**src/rtl/hss_pkg.sv**
```systemverilog
package hss_pkg;

    // Sequencer states, numbered as reported on the phase field
    typedef enum logic [2:0] {
        ST_POWERED   = 3'd0,
        ST_PON_WAIT  = 3'd1,
        ST_STATUS    = 3'd2,
        ST_INIT_WR   = 3'd3,
        ST_INIT_WAIT = 3'd4,
        ST_IDLE      = 3'd5,
        ST_CONV_WAIT = 3'd6,
        ST_DATA      = 3'd7
    } phase_t;

    // Bus transfer to start
    typedef enum logic [2:0] {
        CMD_NONE    = 3'd0,
        CMD_STATUS  = 3'd1,
        CMD_INIT    = 3'd2,
        CMD_MEASURE = 3'd3,
        CMD_READ6   = 3'd4
    } cmd_t;

    // Event kinds carried on the input tuser
    localparam logic [1:0] KIND_FAST = 2'd0;
    localparam logic [1:0] KIND_SLOW = 2'd1;
    localparam logic [1:0] KIND_DONE = 2'd2;

    // Configuration register indexes
    localparam logic [1:0] CFG_TRIGGER_PERIOD = 2'd0;
    localparam logic [1:0] CFG_POWER_ON_WAIT  = 2'd1;
    localparam logic [1:0] CFG_INIT_WAIT      = 2'd2;
    localparam logic [1:0] CFG_MEASURE_WAIT   = 2'd3;

    // Configuration reset values
    localparam logic [31:0] TRIGGER_PERIOD_RST = 32'd1000;
    localparam logic [7:0]  POWER_ON_WAIT_RST  = 8'd40;
    localparam logic [7:0]  INIT_WAIT_RST      = 8'd10;
    localparam logic [7:0]  MEASURE_WAIT_RST   = 8'd80;

    // Calibrated bit of the status byte
    localparam logic [7:0] CAL_BIT  = 8'h08;
    localparam logic [7:0] FAST_MAX = 8'hFF;

    // Sequencer control state
    typedef struct packed {
        phase_t     phase;
        logic [7:0] fast_ticks;
        logic       xfer_done;
    } ctl_t;

    // Configuration values seen by the step logic
    typedef struct packed {
        logic [31:0] trigger_period;
        logic [7:0]  power_on_wait;
        logic [7:0]  init_wait;
        logic [7:0]  measure_wait;
    } cfg_t;

endpackage

```
**src/rtl/hss_step.sv**
```systemverilog
module hss_step #(
    parameter int SLOW_W = 32
) (
    input  logic [1:0]        kind,
    input  logic [47:0]       rx_data,
    input  hss_pkg::ctl_t     ctl,
    input  hss_pkg::cfg_t     cfg,
    input  logic [SLOW_W-1:0] slow_ticks,
    input  logic [SLOW_W-1:0] last_trigger,
    output hss_pkg::ctl_t     ctl_next,
    output logic [SLOW_W-1:0] slow_next,
    output logic [SLOW_W-1:0] last_next,
    output hss_pkg::cmd_t     bus_command,
    output logic              sample_valid,
    output logic [19:0]       humidity_new,
    output logic [19:0]       temperature_new
);
    import hss_pkg::*;

    localparam int CMP_W = (SLOW_W > 32) ? SLOW_W : 32;

    logic [7:0]        fast_upd;
    logic [SLOW_W-1:0] slow_upd;
    logic              done_upd;
    logic [SLOW_W-1:0] slow_diff;
    logic              pon_go;
    logic              status_go;
    logic              calibrated;
    logic              init_go;
    logic              settle_go;
    logic              trig_go;
    logic              conv_go;
    logic              data_go;

    // Apply the event to the counters and the done flag
    always_comb
    begin
        fast_upd = ctl.fast_ticks;
        slow_upd = slow_ticks;
        done_upd = ctl.xfer_done;
        case (kind)
            KIND_FAST:
            begin
                if (ctl.fast_ticks != FAST_MAX)
                    fast_upd = ctl.fast_ticks + 8'd1;
            end
            KIND_SLOW: slow_upd = slow_ticks + SLOW_W'(1);
            KIND_DONE: done_upd = 1'b1;
            default: ;
        endcase
    end

    // Step conditions; the status byte is the first received byte of this event
    assign slow_diff  = slow_upd - last_trigger;
    assign calibrated = (rx_data[47:40] & CAL_BIT) != 8'h00;
    assign pon_go     = fast_upd >= cfg.power_on_wait;
    assign status_go  = done_upd;
    assign init_go    = done_upd;
    assign settle_go  = fast_upd >= cfg.init_wait;
    assign trig_go    = CMP_W'(slow_diff) >= CMP_W'(cfg.trigger_period);
    assign conv_go    = fast_upd >= cfg.measure_wait;
    assign data_go    = done_upd;

    // Unpack the six-byte read
    assign humidity_new    = {rx_data[39:32], rx_data[31:24], rx_data[23:20]};
    assign temperature_new = {rx_data[19:16], rx_data[15:8], rx_data[7:0]};

    // Next state and counters
    always_comb
    begin
        ctl_next.phase      = ctl.phase;
        ctl_next.fast_ticks = fast_upd;
        ctl_next.xfer_done  = done_upd;
        slow_next           = slow_upd;
        last_next           = last_trigger;
        case (ctl.phase)
            ST_POWERED:
            begin
                ctl_next.fast_ticks = 8'd0;
                ctl_next.phase      = ST_PON_WAIT;
            end
            ST_PON_WAIT:
            begin
                if (pon_go)
                begin
                    ctl_next.xfer_done = 1'b0;
                    ctl_next.phase     = ST_STATUS;
                end
            end
            ST_STATUS:
            begin
                if (status_go)
                begin
                    ctl_next.xfer_done = 1'b0;
                    ctl_next.phase     = calibrated ? ST_IDLE : ST_INIT_WR;
                end
            end
            ST_INIT_WR:
            begin
                if (init_go)
                begin
                    ctl_next.xfer_done  = 1'b0;
                    ctl_next.fast_ticks = 8'd0;
                    ctl_next.phase      = ST_INIT_WAIT;
                end
            end
            ST_INIT_WAIT:
            begin
                if (settle_go)
                    ctl_next.phase = ST_IDLE;
            end
            ST_IDLE:
            begin
                if (trig_go)
                begin
                    last_next           = slow_upd;
                    ctl_next.xfer_done  = 1'b0;
                    ctl_next.fast_ticks = 8'd0;
                    ctl_next.phase      = ST_CONV_WAIT;
                end
            end
            ST_CONV_WAIT:
            begin
                if (conv_go)
                begin
                    ctl_next.xfer_done = 1'b0;
                    ctl_next.phase     = ST_DATA;
                end
            end
            ST_DATA:
            begin
                if (data_go)
                begin
                    ctl_next.xfer_done = 1'b0;
                    ctl_next.phase     = ST_IDLE;
                end
            end
            default: ;
        endcase
    end

    // Command and sample strobe
    always_comb
    begin
        bus_command  = CMD_NONE;
        sample_valid = 1'b0;
        case (ctl.phase)
            ST_PON_WAIT:  if (pon_go) bus_command = CMD_STATUS;
            ST_STATUS:    if (status_go && !calibrated) bus_command = CMD_INIT;
            ST_IDLE:      if (trig_go) bus_command = CMD_MEASURE;
            ST_CONV_WAIT: if (conv_go) bus_command = CMD_READ6;
            ST_DATA:      sample_valid = data_go;
            default: ;
        endcase
    end

endmodule

```
**src/rtl/humidity_sensor_sequencer_top.sv**
```systemverilog
// Humidity and temperature sensor readout sequencer.
// Input stream: one transaction per event. tuser carries the event kind
// (fast tick, slow tick, bus transfer done), tdata the received bytes with
// the first byte in bits 47:40. Each event yields exactly one output
// transaction with the bus command to start, the latest raw humidity and
// temperature, a new-sample flag and the sequencer phase after the step.
// The result passes one input register, then the step logic feeding the
// output register. One event is taken per cycle while the output is not
// stalled.
// A stalled output holds its data; the input register keeps filling until
// both stages are full, then s_axis_tready drops.
// Configuration: cfg_we writes cfg_data to the register at cfg_index in the
// same cycle; write only while no event is in flight.
// Reset clears the pipeline, returns the sequencer to the powered-on state,
// zeroes counters and samples, and loads the default configuration.
module humidity_sensor_sequencer_top #(
    parameter int SLOW_COUNT_WIDTH = 32
) (
    input  logic        clk,
    input  logic        rst_n,
    input  logic        s_axis_tvalid,
    output logic        s_axis_tready,
    input  logic [47:0] s_axis_tdata,   // rx_data[47:0]
    input  logic [1:0]  s_axis_tuser,   // req_type[1:0]
    output logic        m_axis_tvalid,
    input  logic        m_axis_tready,
    // bus_command[2:0], humidity_raw[22:3], temperature_raw[42:23],
    // sample_valid[43], phase[46:44], zero fill[47]
    output logic [47:0] m_axis_tdata,
    input  logic        cfg_we,
    input  logic [1:0]  cfg_index,
    input  logic [31:0] cfg_data
);
    import hss_pkg::*;

    logic                        in_valid_reg;
    logic [1:0]                  in_kind_reg;
    logic [47:0]                 in_data_reg;
    logic                        out_valid_reg;
    logic [47:0]                 out_data_reg;
    logic [47:0]                 out_data_next;
    ctl_t                        ctl_reg;
    ctl_t                        ctl_next;
    cfg_t                        cfg_reg;
    logic [SLOW_COUNT_WIDTH-1:0] slow_reg;
    logic [SLOW_COUNT_WIDTH-1:0] slow_next;
    logic [SLOW_COUNT_WIDTH-1:0] last_reg;
    logic [SLOW_COUNT_WIDTH-1:0] last_next;
    logic [19:0]                 hum_reg;
    logic [19:0]                 temp_reg;
    logic [19:0]                 hum_new;
    logic [19:0]                 temp_new;
    logic [19:0]                 hum_out;
    logic [19:0]                 temp_out;
    cmd_t                        cmd;
    logic                        sample;
    logic                        out_ready;
    logic                        step;

    assign out_ready     = !out_valid_reg || m_axis_tready;
    assign step          = in_valid_reg && out_ready;
    assign s_axis_tready = !in_valid_reg || out_ready;
    assign m_axis_tvalid = out_valid_reg;
    assign m_axis_tdata  = out_data_reg;

    hss_step #(
        .SLOW_W (SLOW_COUNT_WIDTH)
    ) u_step (
        .kind            (in_kind_reg),
        .rx_data         (in_data_reg),
        .ctl             (ctl_reg),
        .cfg             (cfg_reg),
        .slow_ticks      (slow_reg),
        .last_trigger    (last_reg),
        .ctl_next        (ctl_next),
        .slow_next       (slow_next),
        .last_next       (last_next),
        .bus_command     (cmd),
        .sample_valid    (sample),
        .humidity_new    (hum_new),
        .temperature_new (temp_new)
    );

    // Pack the result
    assign hum_out       = sample ? hum_new : hum_reg;
    assign temp_out      = sample ? temp_new : temp_reg;
    assign out_data_next = {1'b0, ctl_next.phase, sample, temp_out, hum_out, cmd};

    // Input register
    always_ff @(posedge clk or negedge rst_n)
    begin
        if (!rst_n)
            in_valid_reg <= 1'b0;
        else if (s_axis_tready)
            in_valid_reg <= s_axis_tvalid;
    end

    always_ff @(posedge clk)
    begin
        if (s_axis_tready && s_axis_tvalid)
        begin
            in_kind_reg <= s_axis_tuser;
            in_data_reg <= s_axis_tdata;
        end
    end

    // Output register
    always_ff @(posedge clk or negedge rst_n)
    begin
        if (!rst_n)
            out_valid_reg <= 1'b0;
        else if (out_ready)
            out_valid_reg <= in_valid_reg;
    end

    always_ff @(posedge clk)
    begin
        if (step)
            out_data_reg <= out_data_next;
    end

    // Advance sequencer state on each step
    always_ff @(posedge clk or negedge rst_n)
    begin
        if (!rst_n)
        begin
            ctl_reg.phase      <= ST_POWERED;
            ctl_reg.fast_ticks <= 8'd0;
            ctl_reg.xfer_done  <= 1'b0;
            slow_reg           <= '0;
            last_reg           <= '0;
            hum_reg            <= 20'd0;
            temp_reg           <= 20'd0;
        end
        else if (step)
        begin
            ctl_reg  <= ctl_next;
            slow_reg <= slow_next;
            last_reg <= last_next;
            hum_reg  <= hum_out;
            temp_reg <= temp_out;
        end
    end

    // Configuration writes
    always_ff @(posedge clk or negedge rst_n)
    begin
        if (!rst_n)
        begin
            cfg_reg.trigger_period <= TRIGGER_PERIOD_RST;
            cfg_reg.power_on_wait  <= POWER_ON_WAIT_RST;
            cfg_reg.init_wait      <= INIT_WAIT_RST;
            cfg_reg.measure_wait   <= MEASURE_WAIT_RST;
        end
        else if (cfg_we)
        begin
            case (cfg_index)
                CFG_TRIGGER_PERIOD: cfg_reg.trigger_period <= cfg_data;
                CFG_POWER_ON_WAIT:  cfg_reg.power_on_wait  <= cfg_data[7:0];
                CFG_INIT_WAIT:      cfg_reg.init_wait      <= cfg_data[7:0];
                CFG_MEASURE_WAIT:   cfg_reg.measure_wait   <= cfg_data[7:0];
                default: ;
            endcase
        end
    end

endmodule
```
**config.mk**
```make
export PLATFORM = sky130hd
export DESIGN_NAME = humidity_sensor_sequencer_top
export DESIGN_NICKNAME = d
export VERILOG_FILES = /design/src/rtl/hss_pkg.sv /design/src/rtl/hss_step.sv /design/src/rtl/humidity_sensor_sequencer_top.sv
export SDC_FILE = /design/constraint.sdc
export NUM_CORES = 1
export LEC_CHECK = 0
export ABC_AREA = 1
export BUFFER_PORTS_ARGS = -buffer_cell sky130_fd_sc_hd__buf_2
export CORE_ASPECT_RATIO = 1.75
export CORE_MARGIN = 10
export CORE_UTILIZATION = 65
export DETAILED_ROUTE_END_ITERATION = 12
export HOLD_SLACK_MARGIN = 0.05
export PLACE_DENSITY = 0.86
export SYNTH_ARGS = -nofsm -noshare
export SYNTH_HDL_FRONTEND = slang
export SYNTH_SLANG_ARGS = --single-unit
```
**constraint.sdc**
```tcl
create_clock -name clk -period 6.5 [get_ports clk]
set_input_delay 0.65 -clock clk [delete_from_list [all_inputs] [get_ports clk]]
set_output_delay 0.65 -clock clk [all_outputs]
set_load 0.005 [all_outputs]
```
Yosys cells after proc, flatten, opt, wreduce, memory -nomap -nowiden
Cells that the tools add are included.

cells by class
  $add $sub $neg = 3
  magnitude comparators = 4
  equal/unequal tests = 13
  mux-type cells = 25
  reductions and logical operators = 17

operator list
  kind                                                             count
  20-bit 2-to-1 mux                                                2
  32-bit by 1-bit adder with 32-bit output, second input constant  1
  32-bit greater-or-equal comparator                               1
  32-bit 2-to-1 mux                                                1
  32-bit subtractor                                                1
  8-bit greater-or-equal comparator                                3
  12-bit 2-to-1 mux                                                2
  3-bit case mux with 8 select lines                               1
  8-bit case mux with 3 select lines                               1
  3-bit 2-to-1 mux                                                 7
  8-bit 2-to-1 mux                                                 2
  3-bit == test, second input constant                             4
  3-bit case mux with 4 select lines                               1
  8-bit by 1-bit adder with 8-bit output, second input constant    1
  8-bit inequality test, second input constant                     1
  2-bit AND reduction                                              4
  2-bit == test, second input constant                             3
  3-bit by 2-bit == test with 1-bit output, second input constant  2
  1-bit 2-to-1 mux                                                 5
  1-bit case mux with 5 select lines                               1
  2-bit by 1-bit == test with 1-bit output, second input constant  2
  2-bit logical NOT                                                2
  2-bit 2-to-1 mux                                                 2
  3-bit by 1-bit == test with 1-bit output, second input constant  1
  other kinds (6)                                                  11

storage, ports and cells
  flip-flop bits (word level) = 267
  input bits = 89
  output and inout bits = 50
  logic and storage cells = 78

Longest topological paths before layout
Gate-level depths: netlist of run 1.

  word-level depth = 6
  depth in mapped cells = 33
  gate-level depth less buffers = 32

Hierarchy
Synthesis of run 1 repeated with hierarchy kept, for this count alone.

second synthesis, totals
  cell total of the unflattened synthesis = 1998
  area total of the unflattened synthesis = 15869.0 µm²

by module, submodules not included
  module                         times used  cells each  area each (µm²)  sequential area each (µm²)
  humidity_sensor_sequencer_top  1           966         10134.7          7282.0
  hss_step                       1           1032        5734.2           0.0

Worst setup path after synthesis of run 1
OpenSTA, ideal clock, no wires.

  path kind = register to register
  start point = reg slow_reg[1]
  end point = reg last_reg[0]
  setup time = 0.122 ns
  data arrival time = 4.087 ns
  data required time = 6.378 ns
  setup slack = 2.291 ns
  cell stages (with the launch flop) = 31
  path buffers = 2
  clock period less this slack = 4.209 ns
  cell sequence = dfrtp_1 ha_1 nand3_1 nand3b_1 nor2_2 nand2_2 inv_2 nand2_4 nor2_8 nand2_4 xor2_2 ha_1 clkbuf_1 nand2_1 nor4_1 inv_1 o21ai_0 inv_1 nand3_1 nand2_1 ha_1 nand2_2 nor2_4 nand4_2 nor3b_2 nand2_1 nand2_2 nand2_4 nor2_8 buf_6 a21oi_1

on the way
  cells in the longest elaborated chain, start to end = 5

RTL lines
  what                                      RTL line                              RTL
  start: declaration                        humidity_sensor_sequencer_top.sv:45   logic [SLOW_COUNT_WIDTH-1:0] slow_reg;
  start signal: assignment                  humidity_sensor_sequencer_top.sv:138  slow_reg <= slow_next;
  32-bit by 1-bit adder with 32-bit output  hss_step.sv:47                        KIND_SLOW: slow_upd = slow_ticks + SLOW_W'(1);
  32-bit 2-to-1 mux                         hss_step.sv:41                        case (kind)
  via slow_next[26]                         humidity_sensor_sequencer_top.sv:46   logic [SLOW_COUNT_WIDTH-1:0] slow_next;
  32-bit subtractor                         hss_step.sv:54                        assign slow_diff = slow_upd - last_trigger;
  32-bit greater-or-equal comparator        hss_step.sv:60                        assign trig_go = CMP_W'(slow_diff) >= CMP_W'(cfg.trigger_period);
  3-bit AND reduction (no source line)      n/a
  end signal: assignment                    humidity_sensor_sequencer_top.sv:139  last_reg <= last_next;
  end: declaration                          humidity_sensor_sequencer_top.sv:47   logic [SLOW_COUNT_WIDTH-1:0] last_reg;

The timed path passes the listed nets, and every way through them passes these cells.
A chain may end at the register's enable or synchronous reset.

Worst setup path after layout of run 1
  start point = reg slow_reg[1]
  end point = reg last_reg[31]

Same word-level chain as after synthesis.

==> results.py, run 1 <==
metrics = {
    "power": {
        "power_mw": 6.10,
        "powerDensity_mw_per_mm2": 381,
        "p_leak_nw": 7.70,
        "peakVddDrop_v": 0.000294,
    },
    "timing": {
        "clock_skew_ns": 0.0268,
        "finalHoldViolCount": 0,
        "relSlewSlack_pct": 30.0,
        "fmax_mhz": 183,
        "setup_tns_ns": 0,
        "fin_crit_ns": 5.47,
        "rsz0062_at_grt": "false",
        "fin_crit_sh_pct": 84.2,
        "drv_slew": 0,
        "worstMarginPinSlew_ns": 1.05,
        "setup_viol": 0,
    },
    "setup_path": {
        "slowest_delay_ns": 0.44,
        "critPathRequiredTime_ns": 6.89,
        "cp_slowest_cell": "a21oi_1",
        "criticalPathCategory": "reg2reg",
        "cp.arrival_ns": 5.87,
        "cp_common_cell": "nand2_1",
        "worstPathMaxFanout": 64,
        "start_kind": "flip-flop",
        "crit_path_end_kind": "flip-flop",
    },
    "clocking": {
        "ctsResizeCount": 0,
        "insertion_delay_ns": 0.54,
        "clk_pin_slew_ns": 0.07,
        "cts_sinks": 264,
        "cts.path.max_buffers": 3,
        "hold_buffers": 0,
        "cts_tree": "built",
        "cts_setup_buffers": 0,
        "h-tree-depth": 1,
        "clk_root_buffer_cell": "clkbuf_16",
        "numCtsBuffers": 25,
    },
    "drt": {
        "wl_um": 33800,
        "drtIter0Drc": 644,
        "detail-route-antenna-nets": 0,
        "num_vias": 11277,
        "firstDrtPassIters": 6,
        "drc_errors": 0,
        "wl_per_cell_um": 16.5,
        "vias_per_cell": 5.50,
    },
    "floorplanning": {
        "dieArea_mm2": 0.0287,
        "die_w_um": 132,
        "die_h_um": 217,
        "fp-row-count": 71,
        "coreArea_mm2": 0.0216,
        "ios": 139,
        "start_util_pct": 66.5,
    },
    "final_layout": {
        "syn2layout_area_growth_pct": 11.7,
        "largest_reg_flops": 56,
        "antennaDiodeCount": 0,
        "drive_above_1_share_pct": 15.1,
        "seqCellArea_mm2": 0.00707,
        "multiInputGateArea_mm2": 0.00612,
        "fillerInstances": 1553,
        "nets": 1924,
        "stdcell_area_mm2": 0.0160,
    },
    "logic_synthesis": {
        "ys_types": 50,
        "yosysSeqAreaShare_pct": 49.3,
        "yosysTopAreaCellShare_pct": 28.2,
        "netlist_area_mm2": 0.0144,
        "synthTopCellsByCount": "347 x nand2_1, 246 x inv_1, 173 x o21ai_0",
        "synth_area_leaders": "dfrtp_1 28%, edfxtp_1 19%, nand2_1 9.1%",
        "async_flop_share_pct": 65.9,
        "yosys_warnings": 0,
        "syn-num-nets": 1803,
        "netlist_instances": 1619,
        "post-synth-top-count-cell": "nand2_1",
        "postSynthAreaPerCell_um2": 8.87,
        "ys.flop_type": "dfrtp_1",
        "ys_ff_latch": 264,
        "synth_top_cell_by_area": "dfrtp_1",
        "synth_edf_count": 90,
    },
    "place": {
        "hpwl_um": 24900,
        "placed_area_mm2": 0.0152,
        "gp_congestion": 0.954,
        "portBuffers": 130,
    },
    "grt": {
        "grt_max_degree": 111,
        "track_usage_pct": 23.4,
        "grt_pass1_wl_um": 55000,
        "antenna_found_initial": 0,
        "grt_pass1_vias": 11665,
        "grt-ovfl-total": 0,
    },
    "run": {
        "cap_viol_max_count": 0,
    },
    "outcome": {
        "outcome": "complete, no violations",
    },
    "hold_path": {
        "hold_class": "in2async",
    },
}
[routing by layer]
metal / vias up / global-route usage (%) / wire length [um]
met5: - / 0 / 0
met4: 0 / 14.7 / 2110
met3: 126 / 4.21 / 1800
met2: 357 / 43.4 / 17900
met1: 5275 / 23.3 / 11900
li1: 5519 / - / -
[final timing paths]
| check | from | end | slack, ns | cells past startpoint |
|---|---|---|---|---|
| setup / recovery | slow_reg[1]$_DFFE_PN0P_ | last_reg[31]$_DFFE_PN0P_ | 1.03 | 28 |
| hold / removal | rst_n | cfg_reg[39]$_DFFE_PN0P_ | 0.20 | 1 |
| setup reg to reg | slow_reg[1]$_DFFE_PN0P_ | last_reg[31]$_DFFE_PN0P_ | 1.03 | 28 |
| hold reg to reg | cfg_reg[32]$_DFFE_PN1P_ | cfg_reg[32]$_DFFE_PN1P_ | 0.48 | 2 |
| max in group asynchronous | rst_n | last_reg[18]$_DFFE_PN0P_ | 4.71 | 2 |
| min in group clk | s_axis_tdata[25] | in_data_reg[25]$_DFFE_PP_ | 0.29 | 1 |
[area by class of cell]
type	count	share of cell area (%)
inverter	252	5.93
clock buffer	32	4.31
multi-input combinational	1061	38.2
timing repair buffer	136	4.45
sequential	264	44.1
clock inverter	13	0.741
tap	292	2.28
[placed cells by master, fill, tap and decap left out, drive strengths merged, types with 32 or more instances in the layout]
| cell | count |
|---|---|
| a21oi | 96 |
| clkbuf | 32 |
| edfxtp | 90 |
| o21ai | 213 |
| inv | 252 |
| nand2 | 359 |
| xor2 | 52 |
| ha | 94 |
| nor2 | 108 |
| nand3 | 51 |
| dfrtp | 162 |
| buf | 136 |
[stage by stage]
stage | hold slack (ns) | worst slack [ns] | std cells | utilization, %
after floorplan | 0.354 | 2.29 | 1619 | -
after global placement | 0.468 | 1.26 | 2005 | 70.5
after detailed placement | 0.474 | 1.15 | 2005 | 70.5
after CTS | 0.245 | 1.10 | 2050 | 74.3
after global routing | 0.282 | 0.610 | 2050 | 74.3
final | 0.200 | 1.03 | 2050 | 74.3
[critical path: cells and delay by family (launching register included)]
kind            cells  cell delay, ns
flops               1            0.42
simple gates       17            2.23
compound gates      4            0.79
xor+xnor            2            0.65
fa+ha+maj           3            0.88
buf+inv             2            0.33
[cells by family after synthesis]
| family | Yosys count | share of synthesized area (%) |
|---|---|---|
| AOI/OAI and AO/OA | 333 | 12.9 |
| xor gates and xnor gates | 62 | 3.99 |
| adders and majority gates | 95 | 8.33 |
| buffers and inverters | 294 | 8.16 |
| DFF | 264 | 49.3 |
| other | 1 | 0.0261 |
| and+or+nand+nor | 570 | 17.4 |
[where the power goes]
group,internal [mW],switching (mW)
Sequential,2.15,0.185
Combinational,0.827,1.50
Clock,0.831,0.620
Total,3.80,2.30
(Power assumes the default switching activity.)
==> run 2, diff against run 1 <==
ABC_AREA = 0   (was 1)
CORE_UTILIZATION = 54   (was 65)
PLACE_DENSITY = 0.77   (was 0.86)
clock period = 4.6 ns   (was 6.5 ns; I/O delays follow)
==> results.py, run 2 <==
metrics = {
    "run": {
        "cap_viol_max_count": 0,
    },
    "place": {
        "portBuffers": 130,
        "dp.cells": 1936,
        "gp_congestion": 0.898,
        "hpwl_um": 23600,
    },
    "final_layout": {
        "antennaDiodeCount": 0,
        "syn2layout_area_growth_pct": 25.5,
        "instances_no_fill": 1997,
        "nets": 1845,
        "final_cell_mix": "336 x nand2_1, 162 x dfrtp_1, 152 x buf_4, 129 x buf_2, 102 x inv_1",
        "final_common_cell": "nand2_1",
        "fillerInstances": 1906,
        "largest_reg_flops": 56,
        "drive_above_1_share_pct": 26.4,
        "finalCoreUtilization_pct": 68.2,
    },
    "logic_synthesis": {
        "ys_ff_latch": 264,
        "post-synth-top-count-cell": "nand2_1",
        "synthTopCellsByCount": "346 x nand2_1, 162 x dfrtp_1, 103 x inv_1",
        "async_flop_share_pct": 65.9,
        "ys.flop_type": "dfrtp_1",
        "yosysSeqAreaShare_pct": 51.8,
        "netlist_area_mm2": 0.0137,
        "synth_edf_count": 90,
        "syn-num-nets": 1566,
        "synth_top_cell_by_area": "dfrtp_1",
        "netlist_instances": 1382,
        "yosysTopAreaCellShare_pct": 29.7,
        "synth_area_leaders": "dfrtp_1 30%, edfxtp_1 20%, nand2_1 9.5%",
        "postSynthAreaPerCell_um2": 9.89,
        "yosys_warnings": 0,
        "ys_types": 62,
    },
    "setup_path": {
        "worstPathMaxFanout": 18,
        "crit_path_end_kind": "flip-flop",
        "cp_slowest_cell": "or4b_4",
        "criticalPathCategory": "reg2reg",
        "slowest_delay_ns": 0.56,
        "r2r_start": "in_kind_reg[1]$_DFFE_PP_",
        "r2r_setup_slack_ns": -0.99,
        "rr_worst_depth": 30,
        "r2r-end": "last_reg[19]$_DFFE_PN0P_",
        "cp.arrival_ns": 6.04,
        "start_kind": "flip-flop",
        "critPathRequiredTime_ns": 5.05,
    },
    "drt": {
        "vias_per_cell": 5.42,
        "detail-route-antenna-nets": 0,
        "wl_per_cell_um": 16.9,
        "wl_um": 33800,
        "drtIter0Drc": 511,
        "num_vias": 10828,
        "firstDrtPassIters": 6,
        "drc_errors": 0,
    },
    "clocking": {
        "h-tree-depth": 1,
        "cts.path.max_buffers": 3,
        "cts_tree": "built",
        "cts_sinks": 264,
        "numCtsBuffers": 26,
        "hold_buffers": 0,
        "insertion_delay_ns": 0.54,
        "clk_root_buffer_cell": "clkbuf_16",
        "clk_pin_slew_ns": 0.07,
    },
    "timing": {
        "worst_hold_slack_ns": 0.00364,
        "finalHoldViolCount": 0,
        "drv_slew": 0,
        "fin_crit_sh_pct": 121,
        "setup_viol": 47,
        "worstMarginPinSlew_ns": 1.08,
        "fmax_mhz": 179,
        "relSlewSlack_pct": 27.9,
        "fin_crit_ns": 5.59,
        "clock_skew_ns": 0.0165,
        "rsz0062_at_grt": "true",
        "fin_ws_ns": -0.987,
    },
    "grt": {
        "grt_pass1_vias": 11604,
        "grt-ovfl-total": 0,
        "grt_max_degree": 96,
        "grt_pass1_wl_um": 55600,
        "track_usage_pct": 20.5,
        "antenna_found_initial": 0,
    },
    "floorplanning": {
        "dieArea_mm2": 0.0323,
        "die_w_um": 140,
        "die_h_um": 230,
        "start_util_pct": 54.3,
        "fp-row-count": 77,
        "ios": 139,
        "coreArea_mm2": 0.0251,
    },
    "power": {
        "power_mw": 9.92,
        "p_leak_nw": 8.43,
        "peakVddDrop_v": 0.000393,
        "powerDensity_mw_per_mm2": 579,
    },
    "hold_path": {
        "hold_class": "in2async",
    },
    "outcome": {
        "outcome": "complete, but fails checks",
        "violations": "negative setup slack",
    },
}
## run 2: logic make-up (layout without fill, tap and decap cells)
kind of cell	Yosys count	in the layout	synth area share [%]
AND/OR/NAND/NOR	525	525	16.5
XOR/XNOR	97	97	6.22
adder cells (fa/ha/maj)	95	95	8.76
flip-flops	264	264	51.8
AO/OA/AOI/OAI	227	227	10.3
other	1	1	0.0274
buffers and inverters	144	443	4.04
multiplexers	29	29	2.37
## run 2: area by class of cell
type / count / area [um2] / area share (%)
sequential: 264 / 7070 / 41.3
multi-input combinational: 974 / 6440 / 37.6
timing repair buffer: 291 / 1970 / 11.5
clock buffer: 38 / 767 / 4.48
tap: 316 / 395 / 2.31
inverter: 104 / 393 / 2.29
clock inverter: 10 / 101 / 0.591
## run 2: worst max-delay path: cells and delay by family (launching register included)
kind | cells | cell delay [ns]
xor+xnor | 2 | 0.24
simple gates | 13 | 2.41
buf+inv | 4 | 0.59
flops | 1 | 0.42
fa+ha+maj | 2 | 0.59
compound gates | 9 | 1.23
## run 2: per-layer routing
metal | GRT usage [%] | share of wire (%)
met1 | 21.3 | 37
met2 | 38.8 | 54
met3 | 4.25 | 5.4
met4 | 8.06 | 3.9
met5 | 0 | 0
## run 2: through the flow
stage	area, um2	TNS [ns]	worst slack [ns]
2_1_floorplan	13800	-33.34	-0.767
3_3_place_gp	15800	-40.28	-0.945
3_5_place_dp	15800	-46.44	-1.10
4_1_cts	17000	-43.63	-0.994
5_1_grt	17100	-54.26	-1.26
6_report	17100	-41.75	-0.987
## run 2: how the worst max path moves through the flow
stage                     slack [ns]                        to                      from  depth (start not counted)
after CTS                      -0.99    ctl_reg[9]$_DFFE_PN0P_  in_kind_reg[1]$_DFFE_PP_                         28
after floorplan                -0.77   last_reg[1]$_DFFE_PN0P_  in_kind_reg[1]$_DFFE_PP_                         28
final                          -0.99  last_reg[19]$_DFFE_PN0P_  in_kind_reg[1]$_DFFE_PP_                         30
after global placement         -0.95    ctl_reg[1]$_DFFE_PN0P_  in_kind_reg[1]$_DFFE_PP_                         28
after global routing           -1.26  last_reg[19]$_DFFE_PN0P_  in_kind_reg[1]$_DFFE_PP_                         30
after detailed placement       -1.10    ctl_reg[1]$_DFFE_PN0P_  in_kind_reg[1]$_DFFE_PP_                         28
## run 2: repair_timing
item,CTS,global route
hold endpoints to repair,0,0
gates cloned,4,0
setup endpoints to repair,47,47
pin swaps,27,29
resized for setup,64,28
setup buffers,6,3
## run 2: power by group
group	total, mW	switching, mW	internal, mW
clock network	2.15	0.922	1.22
registers	3.08	0.201	2.88
logic	4.69	2.42	2.28
==> run 3, diff against run 2 <==
CORE_ASPECT_RATIO = default   (was 1.75)
==> results.py, run 3 (synthesis gave the netlist of run 2 again) <==
metrics = {
    "setup_path": {
        "cp_common_cell": "a21oi_2",
        "criticalPathCategory": "reg2reg",
        "crit_path_end_kind": "flip-flop",
        "slowest_delay_ns": 0.54,
        "worstPathMaxFanout": 9,
        "critPathRequiredTime_ns": 5.03,
        "start_kind": "flip-flop",
        "cp.arrival_ns": 5.98,
        "cp_slowest_cell": "or4b_4",
    },
    "timing": {
        "drv_slew": 0,
        "fin_ws_ns": -0.953,
        "clock_skew_ns": 0.0352,
        "setup_viol": 47,
        "fmax_mhz": 180,
        "rsz0062_at_grt": "true",
        "fin_crit_sh_pct": 121,
        "fin_crit_ns": 5.55,
        "worstMarginPinSlew_ns": 1.13,
        "relSlewSlack_pct": 24.7,
        "finalHoldViolCount": 0,
    },
    "floorplanning": {
        "die_h_um": 179,
        "fp-row-count": 58,
        "die_w_um": 179,
        "coreArea_mm2": 0.0250,
        "start_util_pct": 54.6,
        "ios": 139,
        "dieArea_mm2": 0.0321,
    },
    "grt": {
        "grt_pass1_wl_um": 53500,
        "track_usage_pct": 20.2,
        "grt-ovfl-total": 0,
        "grt_pass1_vias": 11171,
        "grt_max_degree": 99,
        "antenna_found_initial": 1,
    },
    "place": {
        "hpwl_um": 22300,
        "gp_congestion": 0.883,
        "portBuffers": 130,
    },
    "power": {
        "powerDensity_mw_per_mm2": 574,
        "p_leak_nw": 8.68,
        "peakVddDrop_v": 0.000376,
        "power_mw": 10.0,
    },
    "drt": {
        "num_vias": 10888,
        "wl_um": 32900,
        "firstDrtPassIters": 5,
        "vias_per_cell": 5.34,
        "detail-route-antenna-nets": 0,
        "drc_errors": 0,
        "wl_per_cell_um": 16.1,
        "drtIter0Drc": 775,
    },
    "clocking": {
        "cts_tree": "built",
        "cts_sinks": 264,
        "numCtsBuffers": 28,
        "clk_pin_slew_ns": 0.06,
        "h-tree-depth": 1,
        "clk_root_buffer_cell": "clkbuf_16",
        "cts.path.max_buffers": 3,
        "insertion_delay_ns": 0.57,
    },
    "final_layout": {
        "nets": 1871,
        "syn2layout_area_growth_pct": 28.0,
        "multiInputGateArea_mm2": 0.00642,
        "fillerInstances": 1776,
        "largest_reg_flops": 56,
        "final_common_cell": "nand2_1",
        "final_cell_mix": "335 x nand2_1, 162 x dfrtp_1, 156 x buf_4, 129 x buf_2, 102 x inv_1",
        "seqCellArea_mm2": 0.00707,
        "finalCoreUtilization_pct": 69.8,
        "drive_above_1_share_pct": 26.4,
    },
    "outcome": {
        "violations": "negative setup slack",
        "outcome": "complete, but fails checks",
    },
    "hold_path": {
        "hold_class": "in2reg",
    },
    "run": {
        "cap_viol_max_count": 0,
    },
}
[run 3: final timing paths]
path	to	startpoint	cells after the start	slack, ns
setup / recovery	last_reg[13]$_DFFE_PN0P_	in_kind_reg[1]$_DFFE_PP_	29	-0.95
setup reg to reg	last_reg[13]$_DFFE_PN0P_	in_kind_reg[1]$_DFFE_PP_	29	-0.95
hold / removal	in_data_reg[18]$_DFFE_PP_	s_axis_tdata[18]	1	0.07
min in group asynchronous	cfg_reg[2]$_DFFE_PN0P_	rst_n	2	0.57
hold reg to reg	temp_reg[5]$_DFFE_PN0P_	temp_reg[5]$_DFFE_PN0P_	2	0.47
max in group asynchronous	hum_reg[17]$_DFFE_PN0P_	rst_n	3	2.89
[run 3: metal layers]
layer / global-route usage, % / part of all wire (%) / up-vias
met5: 0 / 0 / -
met4: 5.96 / 2.6 / 0
met3: 4.06 / 6.4 / 65
met2: 34.7 / 49 / 326
met1: 25.3 / 42 / 5197
li1: - / - / 5300
[run 3: critical path, delay by kind of cell (launching register included)]
family / cells / cell delay (ns)
AO/OA/AOI/OAI: 8 / 1.16
XOR/XNOR: 2 / 0.25
adder cells (fa/ha/maj): 2 / 0.60
buffers and inverters: 4 / 0.57
flip-flops: 1 / 0.42
multiplexers: 1 / 0.30
AND/OR/NAND/NOR: 12 / 2.12
[run 3: metrics by stage]
stage / TNS (ns) / cells / worst slack, ns / hold WS, ns / instance area (um2)
after detailed placement: -46.77 / 1952 / -1.14 / 0.462 / 15800
after floorplan: -33.34 / 1382 / -0.767 / 0.164 / 13800
after global placement: -34.71 / 1952 / -0.897 / 0.457 / 15800
after CTS: -41.32 / 2027 / -0.949 / 0.0503 / 17100
final: -41.10 / 2040 / -0.953 / 0.0687 / 17500
after global routing: -54.16 / 2039 / -1.21 / 0.0508 / 17500
[run 3: layout make-up]
| class | count | share of cell area, % |
|---|---|---|
| Inverter | 104 | 2.25 |
| Multi-Input combinational cell | 974 | 36.7 |
| Clock inverter | 19 | 1.41 |
| Clock buffer | 33 | 4.23 |
| Tap cell | 330 | 2.36 |
| Antenna cell | 1 | 0.0143 |
| Sequential cell | 264 | 40.4 |
| Timing Repair Buffer | 315 | 12.6 |
[run 3: what timing repair did]
action,4_1_cts,5_1_grt
setup buffers,9,8
endpoints found under the hold margin,17,2
resized for setup,28,69
pin swaps,11,18
hold buffers,16,2
setup endpoints to repair,47,47
cloned,0,3
[run 3: report_power, final]
group / internal [mW] / total, mW / switching, mW
Sequential: 2.88 / 3.08 / 0.197
Combinational: 2.23 / 4.59 / 2.36
Clock: 1.43 / 2.38 / 0.949
